<file path="src/hw/rtl/tms_pkg.sv">
// ----------------------------------------------------------------------------
// tms_pkg: shared types and constants of the tone melody sequencer
// Table geometry, command and register codes, divider handshake structs.
// ----------------------------------------------------------------------------
package tms_pkg;

	localparam int TABLE_DEPTH = 256;
	localparam int ADDR_W      = $clog2(TABLE_DEPTH);

	localparam int CLK_W   = 24;
	localparam int FREQ_W  = 16;
	localparam int TICKS_W = 16;
	localparam int DIV_W   = 16;
	localparam int POS_W   = 9;
	localparam int IDX_W   = 8;
	localparam int CFG_A_W = 3;
	localparam int CFG_D_W = 24;

	localparam logic [DIV_W-1:0] DIV_MAX = '1;
	localparam logic [DIV_W-1:0] DIV_MIN = DIV_W'(2);

	typedef enum logic {
		CMD_LOAD = 1'b0,
		CMD_TICK = 1'b1
	} cmd_t;

	typedef enum logic [CFG_A_W-1:0] {
		CFG_TIMER_CLOCK = 3'd0,
		CFG_MIN_FREQ    = 3'd1,
		CFG_MAX_FREQ    = 3'd2,
		CFG_ENTRY_COUNT = 3'd3,
		CFG_LOOP_START  = 3'd4
	} cfg_reg_t;

	typedef struct packed {
		logic [FREQ_W-1:0]  freq;
		logic [TICKS_W-1:0] ticks;
	} entry_t;

	typedef struct packed {
		logic              start;
		logic [CLK_W-1:0]  dividend;
		logic [FREQ_W-1:0] divisor;
	} div_req_t;

	typedef struct packed {
		logic             busy;
		logic             done;
		logic [CLK_W-1:0] quotient;
	} div_rsp_t;

endpackage

</file>
<file path="src/hw/rtl/tms_divider.sv">
// ----------------------------------------------------------------------------
// tms_divider: serial restoring divider
// One quotient bit per cycle; quotient valid with the done pulse.
// ----------------------------------------------------------------------------
module tms_divider
	import tms_pkg::*;
(
	input  logic     clk,
	input  logic     arst_n,
	input  div_req_t req,
	output div_rsp_t rsp
);

	localparam int CNT_W = $clog2(CLK_W);

	logic [FREQ_W-1:0] rem_q;
	logic [CLK_W-1:0]  quo_q;
	logic [FREQ_W-1:0] dvs_q;
	logic [CNT_W-1:0]  cnt_q;
	logic              busy_q;
	logic              done_q;

	logic [FREQ_W:0]   rem_sh;
	logic              ge;
	logic [FREQ_W:0]   rem_sub;

	assign rem_sh  = {rem_q, quo_q[CLK_W-1]};
	assign ge      = rem_sh >= {1'b0, dvs_q};
	assign rem_sub = rem_sh - {1'b0, dvs_q};

	always_ff @(posedge clk or negedge arst_n) begin
		if (!arst_n) begin
			busy_q <= 1'b0;
			done_q <= 1'b0;
			cnt_q  <= '0;
		end else begin
			done_q <= 1'b0;
			if (req.start) begin
				busy_q <= 1'b1;
				cnt_q  <= '0;
			end else if (busy_q) begin
				cnt_q <= cnt_q + CNT_W'(1);
				if (cnt_q == CNT_W'(CLK_W - 1)) begin
					busy_q <= 1'b0;
					done_q <= 1'b1;
				end
			end
		end
	end

	always_ff @(posedge clk) begin
		if (req.start) begin
			rem_q <= '0;
			quo_q <= req.dividend;
			dvs_q <= req.divisor;
		end else if (busy_q) begin
			rem_q <= ge ? rem_sub[FREQ_W-1:0] : rem_sh[FREQ_W-1:0];
			quo_q <= {quo_q[CLK_W-2:0], ge};
		end
	end

	assign rsp.busy     = busy_q;
	assign rsp.done     = done_q;
	assign rsp.quotient = quo_q;

endmodule

</file>
<file path="config.mk">
export PLATFORM = sky130hd
export DESIGN_NAME = tms_divider
export DESIGN_NICKNAME = d
export VERILOG_FILES = /design/src/hw/rtl/tms_pkg.sv /design/src/hw/rtl/tms_divider.sv
export SDC_FILE = /design/constraint.sdc
export NUM_CORES = 1
export LEC_CHECK = 0
export BUFFER_PORTS_ARGS = -buffer_cell sky130_fd_sc_hd__buf_2
export CAP_MARGIN = 40
export CORE_MARGIN = 5
export CORE_UTILIZATION = 50
export DETAILED_ROUTE_END_ITERATION = 10
export PLACE_DENSITY_LB_ADDON = 0.08
export SLEW_MARGIN = 20
export SYNTH_ARGS = -nofsm -noshare
export SYNTH_HDL_FRONTEND = slang
export SYNTH_SLANG_ARGS = --single-unit
</file>
<file path="constraint.sdc">
create_clock -name clk -period 3.1 [get_ports clk]
set_clock_uncertainty 0.2 [all_clocks]
set_input_delay 0.62 -clock clk [delete_from_list [all_inputs] [get_ports clk]]
set_output_delay 0.62 -clock clk [all_outputs]
set_load 0.05 [all_outputs]
</file>
==> results of run 1 <==
[power by group through the flow]
stage | Combinational [mW] | Sequential (mW) | Clock [mW]
floorplan | 0.165 | 1.11 | 0
global placement | 0.364 | 0.995 | 0
detailed placement | 0.368 | 0.997 | 0
CTS | 0.371 | 0.979 | 0.711
global route | 0.399 | 0.985 | 0.753
finish | 0.368 | 0.979 | 0.701
[metrics by stage]
step	util	setup slack [ps]	power, mW
6_report	0.589	293	2.05
5_1_grt	0.589	146	2.14
4_1_cts	0.589	329	2.06
3_5_place_dp	0.562	348	1.37
3_3_place_gp	0.562	383	1.36
2_1_floorplan	-	234	1.27
[flip-flops by register name, indices dropped and copies added (netlist names)]
| register | cells |
|---|---|
| quo_q | 24 |
| dvs_q | 16 |
| rem_q | 16 |
| cnt_q | 5 |
| busy_q | 1 |
| done_q | 1 |
[worst min-delay path by stage]
stage,start,endpoint,slack [ps],cells past startpoint
2_1_floorplan,arst_n,busy_q$_DFF_PN0_,120,0
3_3_place_gp,arst_n,busy_q$_DFF_PN0_,260,1
6_report,req[7],dvs_q[7]$_DFFE_PP_,260,1
3_5_place_dp,arst_n,done_q$_DFF_PN0_,260,1
5_1_grt,req[0],dvs_q[0]$_DFFE_PP_,240,1
4_1_cts,req[7],dvs_q[7]$_DFFE_PP_,240,1
[worst max-delay path: stages (launching register included)]
cell      delay [ps]
edfxtp_1         350
inv_1             50
ha_1             210
fa_1             400
nor2b_1          170
o31ai_1          100
buf_4            150
o21ai_0          470
mux2i_1          250
o21ai_1           80
a311oi_1         270
[logic make-up (layout without fill, tap and decap cells)]
group	Yosys count	in the layout	synth area share
DFF	63	63	0.466
adders and majority gates	18	18	0.0639
buffers and inverters	44	117	0.0673
AOI/OAI and AO/OA	79	79	0.164
xor gates and xnor gates	9	9	0.0216
muxes	27	27	0.0824
and+or+nand+nor	100	100	0.136
[routing by layer]
| metal | part of all wire | GRT usage | vias to the layer above |
|---|---|---|---|
| li1 | - | - | 1384 |
| met1 | 0.47 | 0.232 | 1307 |
| met2 | 0.47 | 0.269 | 51 |
| met3 | 0.038 | 0.0331 | 10 |
| met4 | 0.013 | 0.0664 | 0 |
| met5 | 0 | 0 | - |
[cell type report]
| class | count | area share |
|---|---|---|
| well taps | 99 | 0.0293 |
| clock buffers | 10 | 0.0302 |
| clock inverters | 6 | 0.0145 |
| repair buffers | 78 | 0.102 |
| multi-input cells | 233 | 0.403 |
| inverters | 23 | 0.0204 |
| flip-flops and latches | 63 | 0.401 |
[placed cells by master, fill, tap and decap left out, types with 3 or more instances in the layout]
| cell type | Yosys | layout |
|---|---|---|
| nand2_1 | 26 | 26 |
| clkinv_2 | 0 | 3 |
| ha_1 | 17 | 17 |
| nor3_1 | 4 | 4 |
| a31oi_1 | 5 | 5 |
| edfxtp_1 | 40 | 40 |
| clkbuf_8 | 3 | 9 |
| a211oi_2 | 3 | 3 |
| nor2_1 | 30 | 30 |
| buf_4 | 5 | 8 |
| mux2i_1 | 3 | 3 |
| mux2_2 | 23 | 23 |
| o22ai_1 | 3 | 3 |
| a21oi_1 | 14 | 14 |
| a311oi_1 | 8 | 8 |
| nand2b_1 | 4 | 4 |
| a211o_1 | 4 | 4 |
| nand3_1 | 10 | 10 |
| inv_1 | 23 | 23 |
| o21ai_0 | 12 | 12 |
| xnor2_1 | 5 | 5 |
| dfrtp_1 | 7 | 7 |
| nor3b_1 | 3 | 3 |
| o31ai_1 | 4 | 4 |
| a21o_1 | 3 | 3 |
| dfxtp_1 | 16 | 16 |
| xor2_1 | 4 | 4 |
| o21ai_1 | 3 | 3 |
| or3_1 | 4 | 4 |
| buf_2 | 1 | 68 |
==> summary.md, run 1 <==
| Metric | Value |
|---|---|
| First-pass GRT wire length | 12.1 mm |
| Crit path to | rem_q[12]$_SDFFE_PP0P_ |
| Final std cells w/o fill | 512 |
| Total Routed Length | 7.61 mm |
| Routability cong. | 0.839 |
| Mean post-synth cell area | 10.7 µm² |
| Placed Area | 4030 µm² |
| R2R cell count | 10 |
| Clock power share | 0.342 |
| Clock transition at path regs | 80 ps |
| F_max | 356 MHz |
| Total CTS buffers | 9 |
| Core Area | 7180 µm² |
| Vias in the first global route | 2651 |
| WL per Instance | 14.9 µm |
| Clock tree sinks | 63 |
| Area share of the largest cell type after synthesis | 0.330 |
| FF+latch count, synth | 63 |
| Num rows | 31 |
| # diodes | 0 |
| Leakage | 1.81 nW |
| Cell Area, Synth | 3640 µm² |
| Final Cell Area | 4230 µm² |
| Crit share post-route | 0.905 |
| Yosys warns | 0 |
| Maxcap violations | 0 |
| Worst setup EP type | flip-flop |
| Pint | 1.45 mW |
| Pwr dens | 484 nW/µm² |
| Syn Inst Count | 340 |
| Worst EP required | 3140 ps |
| Remaining global-route overflow | 0 |
| Share of power burned in registers | 0.478 |
| FF/Latch Area | 1700 µm² |
| Mapped Nets | 401 |
| Layout cell share with drive strength beyond 1 | 0.317 |
| Sw frac | 0.290 |
| Critical path fanouts, max | 3 |
| Clk buf depth | 2 |
| Largest net degree at the start of global routing | 38 |
| Total Routing Usage GR | 0.171 |
| PortBufs | 68 |
| Filler cells | 648 |
| Post-route ant nets | 0 |
| Critical Path AT | 2840 ps |
| Post-CTS setup buffers | 0 |
| Hold-fix buffers, CTS | 1 |
| Final HPWL DP | 5.57 mm |
| Post_cts resized | 0 |
| Setup violators final | 0 |
| Antenna violations before repair | 0 |
| Worst-Margin Slew | 567 ps |
| Hold/Removal Path Class | input port to flip-flop |
| DR DRC count | 0 |
| First-pass DRT Iterations | 4 |
| H-Tree Depth | 3 |
| Tmin final | 2810 ps |
| Top FF cell, synth | edfxtp_1 |
| CP Launch Point | quo_q[23]$_DFFE_PP_ |
| I/O pin count | 69 |
| Final Net Count | 469 |
| Final number of hold-violating endpoints | 0 |
| RSZ-0062 raised after global routing | no |
| Flop-to-flop setup slack | 290 ps |
| Placed cell count | 495 |
| FF-to-FF End | rem_q[12]$_SDFFE_PP0P_ |
| Asr flop ratio synth | 0.111 |
| CTS tree | yes |
| Unique masters post-synth | 66 |
| Hold Slack | 258 ps |
| Sequential share of the synthesized area | 0.465 |
| Vias per cell | 5.38 |
| Slew HR | 0.618 |
| Synthesis-to-finish area growth | 16.0% |
| Logic gate share of total power | 0.180 |
| Die Y | 95.4 µm |
| Peak supply drop | 0.276 mV |
| Dominant cell type by area after synthesis | edfxtp_1 |
| Via count | 2752 |
| Worst reg2reg path startpoint | quo_q[23]$_DFFE_PP_ |
| Crit path launch type | flip-flop |
| Area of the multi-input gates | 1700 µm² |
| Synth top cells by count | edfxtp_1, nor2_1, nand2_1 |
| Status | finished clean |
| Max Slew Vio Count | 0 |
| Setup TNS | 0 ps |
| EDFF count, synth | 40 |
| Die area | 9100 µm² |
| Psw | 594 µW |
| Worst skew pair latency | 330 ps |
| Most frequent cell after synthesis | edfxtp_1 |
| Crit path kind | flip-flop to flip-flop |
| Die span in x | 95.4 µm |
| Initial core utilization | 0.508 |
| Largest cells by area after synthesis | edfxtp_1, dfxtp_1, mux2_2, ha_1, dfrtp_1 |
| Root Driver | clkbuf_8 |
| Starting DRT DRC Count | 135 |
Note: power is estimated with default switching activity, not from simulation.
==> run 2: changes to the inputs <==
Settings changed: ABC_AREA set to 1, BUFFER_PORTS_ARGS -buffer_cell sky130_fd_sc_hd__buf_2 to -buffer_cell sky130_fd_sc_hd__buf_4.
==> run 2 against run 1 <==
  * Global-route usage grew 3.2 points
  * Count of clock-buffer cells in the layout shrank 1
  * Sequential cell count is the same
  * Critical path type unchanged
  * Wire length grew 11%
  * Highest routed layer unchanged
  * Largest power group is now combinational logic
  * Utilization grew 3.3 points
  * Sequential power increased by 17%
  * Register-to-register slack gained 400 ps
==> summary.md, run 2 <==
| Metric | Value |
|---|---|
| Core Area | 7250 µm² |
| H-Tree Depth | 3 |
| Critical Path AT | 2450 ps |
| Most frequent cells in the layout | nand2_1, buf_4, inv_1 |
| Largest regs | quo_q: 24 flops, dvs_q: 16 flops, rem_q: 16 flops |
| Final number of hold-violating endpoints | 0 |
| Via count | 3166 |
| Initial core utilization | 0.512 |
| RSZ-0062 raised after global routing | no |
| Final Cell Area | 4520 µm² |
| Total Routing Usage GR | 0.202 |
| Unique masters post-synth | 37 |
| Critical path fanouts, max | 18 |
| Mapped Nets | 526 |
| Pwr dens | 805 nW/µm² |
| Total CTS buffers | 9 |
| Largest cells by area after synthesis | edfxtp_1, nand2_1, dfxtp_1, inv_1, ha_1 |
| Crit share post-route | 0.776 |
| EDFF count, synth | 40 |
| Clock tree sinks | 63 |
| Leakage | 2.34 nW |
| Design Power | 3.63 mW |
| Clk buf depth | 2 |
| Post-CTS setup buffers | 0 |
| Status | finished clean |
| Largest net degree at the start of global routing | 35 |
| Sequential share of the synthesized area | 0.457 |
| Root Driver | clkbuf_8 |
| Crit path launch type | flip-flop |
| Max Slew Vio Count | 0 |
| Vias in the first global route | 3055 |
| Reg with most FFs | quo_q |
| Worst-Margin Slew | 643 ps |
| Final Net Count | 596 |
| Cell Area, Synth | 3710 µm² |
| Peak supply drop | 0.329 mV |
| Final HPWL DP | 6.34 mm |
| Setup slack after layout | 694 ps |
| Tmin final | 2410 ps |
| Post-route ant nets | 0 |
| I/O pin count | 69 |
| DR DRC count | 0 |
| Clock power share | 0.219 |
| Worst skew pair latency | 340 ps |
| Mean post-synth cell area | 7.98 µm² |
| Worst EP required | 3150 ps |
| Share of power burned in registers | 0.316 |
| Placed Area | 4290 µm² |
| Final std cells w/o fill | 639 |
| Maxcap violations | 0 |
| Setup WS pre-CTS | 752 ps |
| Syn Inst Count | 465 |
| Max FFs per register | 24 |
| Sw frac | 0.419 |
| Clock transition at path regs | 70 ps |
| Final Util | 0.623 |
| Total Routed Length | 8.42 mm |
| Psw | 1.52 mW |
| Hold Slack | 255 ps |
| Leading cell type in the layout, fill and taps excluded | nand2_1 |
| First-pass GRT wire length | 14.5 mm |
| Dominant cell type by area after synthesis | edfxtp_1 |
| WL per Instance | 13.2 µm |
| Most frequent cell after synthesis | nand2_1 |
| Placed cell count | 622 |
| Worst setup EP type | flip-flop |
| Synth top cells by count | nand2_1, inv_1, edfxtp_1 |
| Die span in x | 96.2 µm |
| Die Y | 96.2 µm |
| Pint | 2.11 mW |
| Asr flop ratio synth | 0.111 |
| Starting DRT DRC Count | 158 |
| Num rows | 31 |
| # diodes | 0 |
| CTS tree | yes |
| FF+latch count, synth | 63 |
| Logic gate share of total power | 0.465 |
| First-pass DRT Iterations | 4 |
| PortBufs | 68 |
| Antenna violations before repair | 0 |
| Yosys warns | 0 |
| Hold/Removal Path Class | input port to flip-flop |
| Setup TNS | 0 ps |
| Area share of the largest cell type after synthesis | 0.324 |
| Crit path kind | flip-flop to flip-flop |
| Synthesis-to-finish area growth | 21.7% |
| Top FF cell, synth | edfxtp_1 |
| Die area | 9250 µm² |
| Routability cong. | 0.911 |
| Vias per cell | 4.95 |
| F_max | 416 MHz |
| Layout cell share with drive strength beyond 1 | 0.217 |
| Remaining global-route overflow | 0 |
| Slew HR | 0.571 |
| Setup violators final | 0 |
## run 2: cell count changes in the layout (fill, tap and decap cells not counted), sizes merged, moves of 9 or more
cell	before	now
nand2	26	178
a311oi	9	0
inv	23	68
mux2	24	0
nand3	10	48
## run 2: layer usage
| metal | wire length [µm] | vias to the layer above | global-route usage |
|---|---|---|---|
| met4 | 111 | 0 | 0.0652 |
| met5 | 0 | - | 0 |
| li1 | - | 1630 | - |
| met1 | 4050 | 1449 | 0.290 |
| met3 | 537 | 10 | 0.0469 |
| met2 | 3720 | 77 | 0.301 |
## run 2: kinds of logic after synthesis
family / Yosys count / synth area share
AND/OR/NAND/NOR: 273 / 0.336
adder cells (fa/ha/maj): 18 / 0.0627
buffers and inverters: 81 / 0.0913
XOR/XNOR: 6 / 0.0142
flip-flops: 63 / 0.457
AO/OA/AOI/OAI: 24 / 0.0388
## run 2: what timing repair did
| action | CTS | global route |
|---|---|---|
| resized for setup | 0 | 0 |
| hold endpoints to repair | 7 | 0 |
| hold buffers | 1 | 0 |
## run 2: power groups by stage
stage | logic, mW | registers [mW] | clock network, mW
6_report | 1.69 | 1.15 | 0.796
5_1_grt | 1.92 | 1.17 | 0.846
4_1_cts | 1.69 | 1.15 | 0.809
3_5_place_dp | 1.67 | 1.16 | 0
3_3_place_gp | 1.66 | 1.16 | 0
2_1_floorplan | 1.25 | 1.25 | 0
## run 2: layout make-up
class | count | area [µm²]
fill | 677 | 2740
sequential | 63 | 1700
multi-input combinational | 321 | 1680
timing repair buffer | 72 | 543
inverter | 68 | 255
clock buffer | 9 | 124
tap | 99 | 124
clock inverter | 7 | 97.6
## run 2: path summary, 6_finish.rpt
path	start	to	slack, ps	cells after the start
max in group asynchronous	arst_n	cnt_q[3]$_DFFE_PN0P_	2150	2
min reg2reg	rem_q[15]$_SDFFE_PP0P_	rem_q[15]$_SDFFE_PP0P_	270	2
max reg2reg	dvs_q[12]$_DFFE_PP_	rem_q[0]$_SDFFE_PP0P_	690	9
max	dvs_q[12]$_DFFE_PP_	rem_q[0]$_SDFFE_PP0P_	690	9
min	req[10]	dvs_q[10]$_DFFE_PP_	260	1
min in group asynchronous	arst_n	busy_q$_DFF_PN0_	420	2
## run 2: critical path: stages (launching register included)
cell and delay (ps):
edfxtp_1 320, inv_1 40, ha_1 330, a21oi_1 350, a21oi_2 120, nor2_4 420
nand2_4 250, nand2_1 110, nand3_1 70, o21ai_0 100
==> run 3: changes to the inputs <==
Clock period 3.1 ns to 2.33 ns, I/O delays scaled along.
==> run 3 against run 2 <==
  * Sequential cell count did not move
  * Critical path depth rose by 1
  * Power is 38% higher
  * Wire length up 3.1%
  * Register-to-register slack lost 540 ps
  * Worst setup slack got worse by 540 ps
  * Global-route usage is 0.42 points higher
  * Critical path type unchanged
  * Critical endpoint is now rem_q[3]$_SDFFE_PP0P_
==> summary.md, run 3 (synthesis gave the netlist of run 2 again) <==
| Metric | Value |
|---|---|
| Status | finished clean |
| Share of power burned in registers | 0.305 |
| Max Slew Vio Count | 0 |
| Clock power share | 0.228 |
| Pint | 2.96 mW |
| Antenna violations before repair | 0 |
| Psw | 2.05 mW |
| First-pass GRT wire length | 14.6 mm |
| Synthesis-to-finish area growth | 24.2% |
| Setup TNS | 0 ps |
| Via count | 3138 |
| Die area | 9250 µm² |
| Total CTS buffers | 9 |
| Critical Path AT | 2200 ps |
| Reg with most FFs | quo_q |
| Remaining global-route overflow | 0 |
| Leakage | 2.37 nW |
| Vias in the first global route | 3135 |
| Largest regs | quo_q: 24 flops, dvs_q: 16 flops, rem_q: 16 flops |
| Most frequent cells in the layout | nand2_1, buf_4, inv_1 |
| Logic gate share of total power | 0.467 |
| Final number of hold-violating endpoints | 0 |
| Clock tree sinks | 63 |
| Max FFs per register | 24 |
| Leading cell type in the layout, fill and taps excluded | nand2_1 |
| Worst EP required | 2350 ps |
| Root Driver | clkbuf_8 |
| Final HPWL DP | 6.52 mm |
| Clk buf depth | 2 |
| Slew HR | 0.732 |
| Tmin final | 2180 ps |
| Setup violators final | 0 |
| CTS tree | yes |
| First-pass DRT Iterations | 5 |
| Routability cong. | 0.932 |
| Clock transition at path regs | 80 ps |
| DR DRC count | 0 |
| Peak supply drop | 0.489 mV |
| F_max | 459 MHz |
| Total Routed Length | 8.68 mm |
| Sw frac | 0.409 |
| Total Routing Usage GR | 0.207 |
| Vias per cell | 4.87 |
| Final std cells w/o fill | 644 |
| Worst skew pair latency | 340 ps |
| Crit path launch type | flip-flop |
| Layout cell share with drive strength beyond 1 | 0.228 |
| RSZ-0062 raised after global routing | no |
| Die span in x | 96.2 µm |
| Worst Hold Depth | 1 |
| Post-route ant nets | 0 |
| Starting DRT DRC Count | 113 |
| Hold Slack | 94.6 ps |
| Worst-Margin Slew | 401 ps |
| Num rows | 31 |
| PortBufs | 68 |
| Crit share post-route | 0.934 |
| Pwr dens | 1090 nW/µm² |
| I/O pin count | 69 |
| Final Net Count | 601 |
| Worst setup EP type | flip-flop |
| Maxcap violations | 0 |
| # diodes | 0 |
| Core Area | 7250 µm² |
| WL per Instance | 13.5 µm |
| Die Y | 96.2 µm |
| Crit path kind | flip-flop to flip-flop |
| Critical path fanouts, max | 16 |
| Hold/Removal Path Class | input port to flip-flop |
| R2R cell count | 10 |
| Largest net degree at the start of global routing | 28 |
| Placed cell count | 627 |
| Initial core utilization | 0.512 |
| H-Tree Depth | 3 |
-- run 3: cell count changes in the layout (fill, tap and decap cells not counted), moves of 2 or more --
| cell | delta |
|---|---|
| buf_4 | +4 |
| clkinv_1 | +2 |
| nand2_8 | +2 |
| nand2_4 | -2 |
| clkinvlp_4 | -2 |
-- run 3: path summary, 6_finish.rpt --
| path | from | endpoint | slack, ps |
|---|---|---|---|
| max | rem_q[9]$_SDFFE_PP0P_ | rem_q[3]$_SDFFE_PP0P_ | 150 |
| min in group asynchronous | arst_n | cnt_q[4]$_DFFE_PN0P_ | 270 |
| max reg2reg | rem_q[9]$_SDFFE_PP0P_ | rem_q[3]$_SDFFE_PP0P_ | 150 |
| min reg2reg | rem_q[12]$_SDFFE_PP0P_ | rem_q[12]$_SDFFE_PP0P_ | 280 |
| max in group asynchronous | arst_n | cnt_q[0]$_DFFE_PN0P_ | 1530 |
| min | req[14] | dvs_q[14]$_DFFE_PP_ | 90 |
-- run 3: what timing repair did --
item | in CTS | in global routing
resized for setup | 0 | 3
hold endpoints to repair | 7 | 0
hold buffers | 1 | 0
setup buffers | 0 | 0
endpoints found under the setup margin | 0 | 4
-- run 3: through the flow --
step | total power [mW] | setup slack [ps] | instance area [µm²] | util
after global routing | 5.40 | 13.6 | 4610 | 0.636
after floorplan | 3.34 | 49.8 | 3720 | -
after CTS | 5.02 | 109 | 4590 | 0.633
after detailed placement | 3.85 | 117 | 4350 | 0.599
final | 5.01 | 154 | 4610 | 0.636
after global placement | 3.82 | 104 | 4350 | 0.599
-- run 3: per-layer routing --
layer | up-vias | share of wire | global-route usage | wire length [µm]
li1 | 1636 | - | - | -
met1 | 1408 | 0.47 | 0.278 | 4060
met2 | 87 | 0.45 | 0.319 | 3940
met3 | 7 | 0.069 | 0.0680 | 603
met4 | 0 | 0.0090 | 0.0557 | 78
met5 | - | 0 | 0 | 0
-- run 3: worst max-delay path: stages (launching register included) --
cell and delay (ps):
dfxtp_1 340, ha_1 400, nand2_1 140, inv_1 90, nand2_1 120, nor2_2 250
nand2_8 120, nand2_8 160, nand2_1 80, nand3_1 60, o21ai_0 80
-- run 3: power by group through the flow --
stage,Combinational [mW],Clock (mW),Sequential (mW)
floorplan,1.67,0,1.67
global placement,2.27,0,1.55
detailed placement,2.30,0,1.55
CTS,2.31,1.17,1.53
global route,2.63,1.23,1.55
finish,2.34,1.14,1.53
-- run 3: final cells by class --
cell class | instances | area (µm²)
multi-input combinational | 321 | 1710
sequential | 63 | 1700
tap | 99 | 124
fill | 662 | 2640
clock inverter | 7 | 111
timing repair buffer | 77 | 593
clock buffer | 9 | 124
inverter | 68 | 255
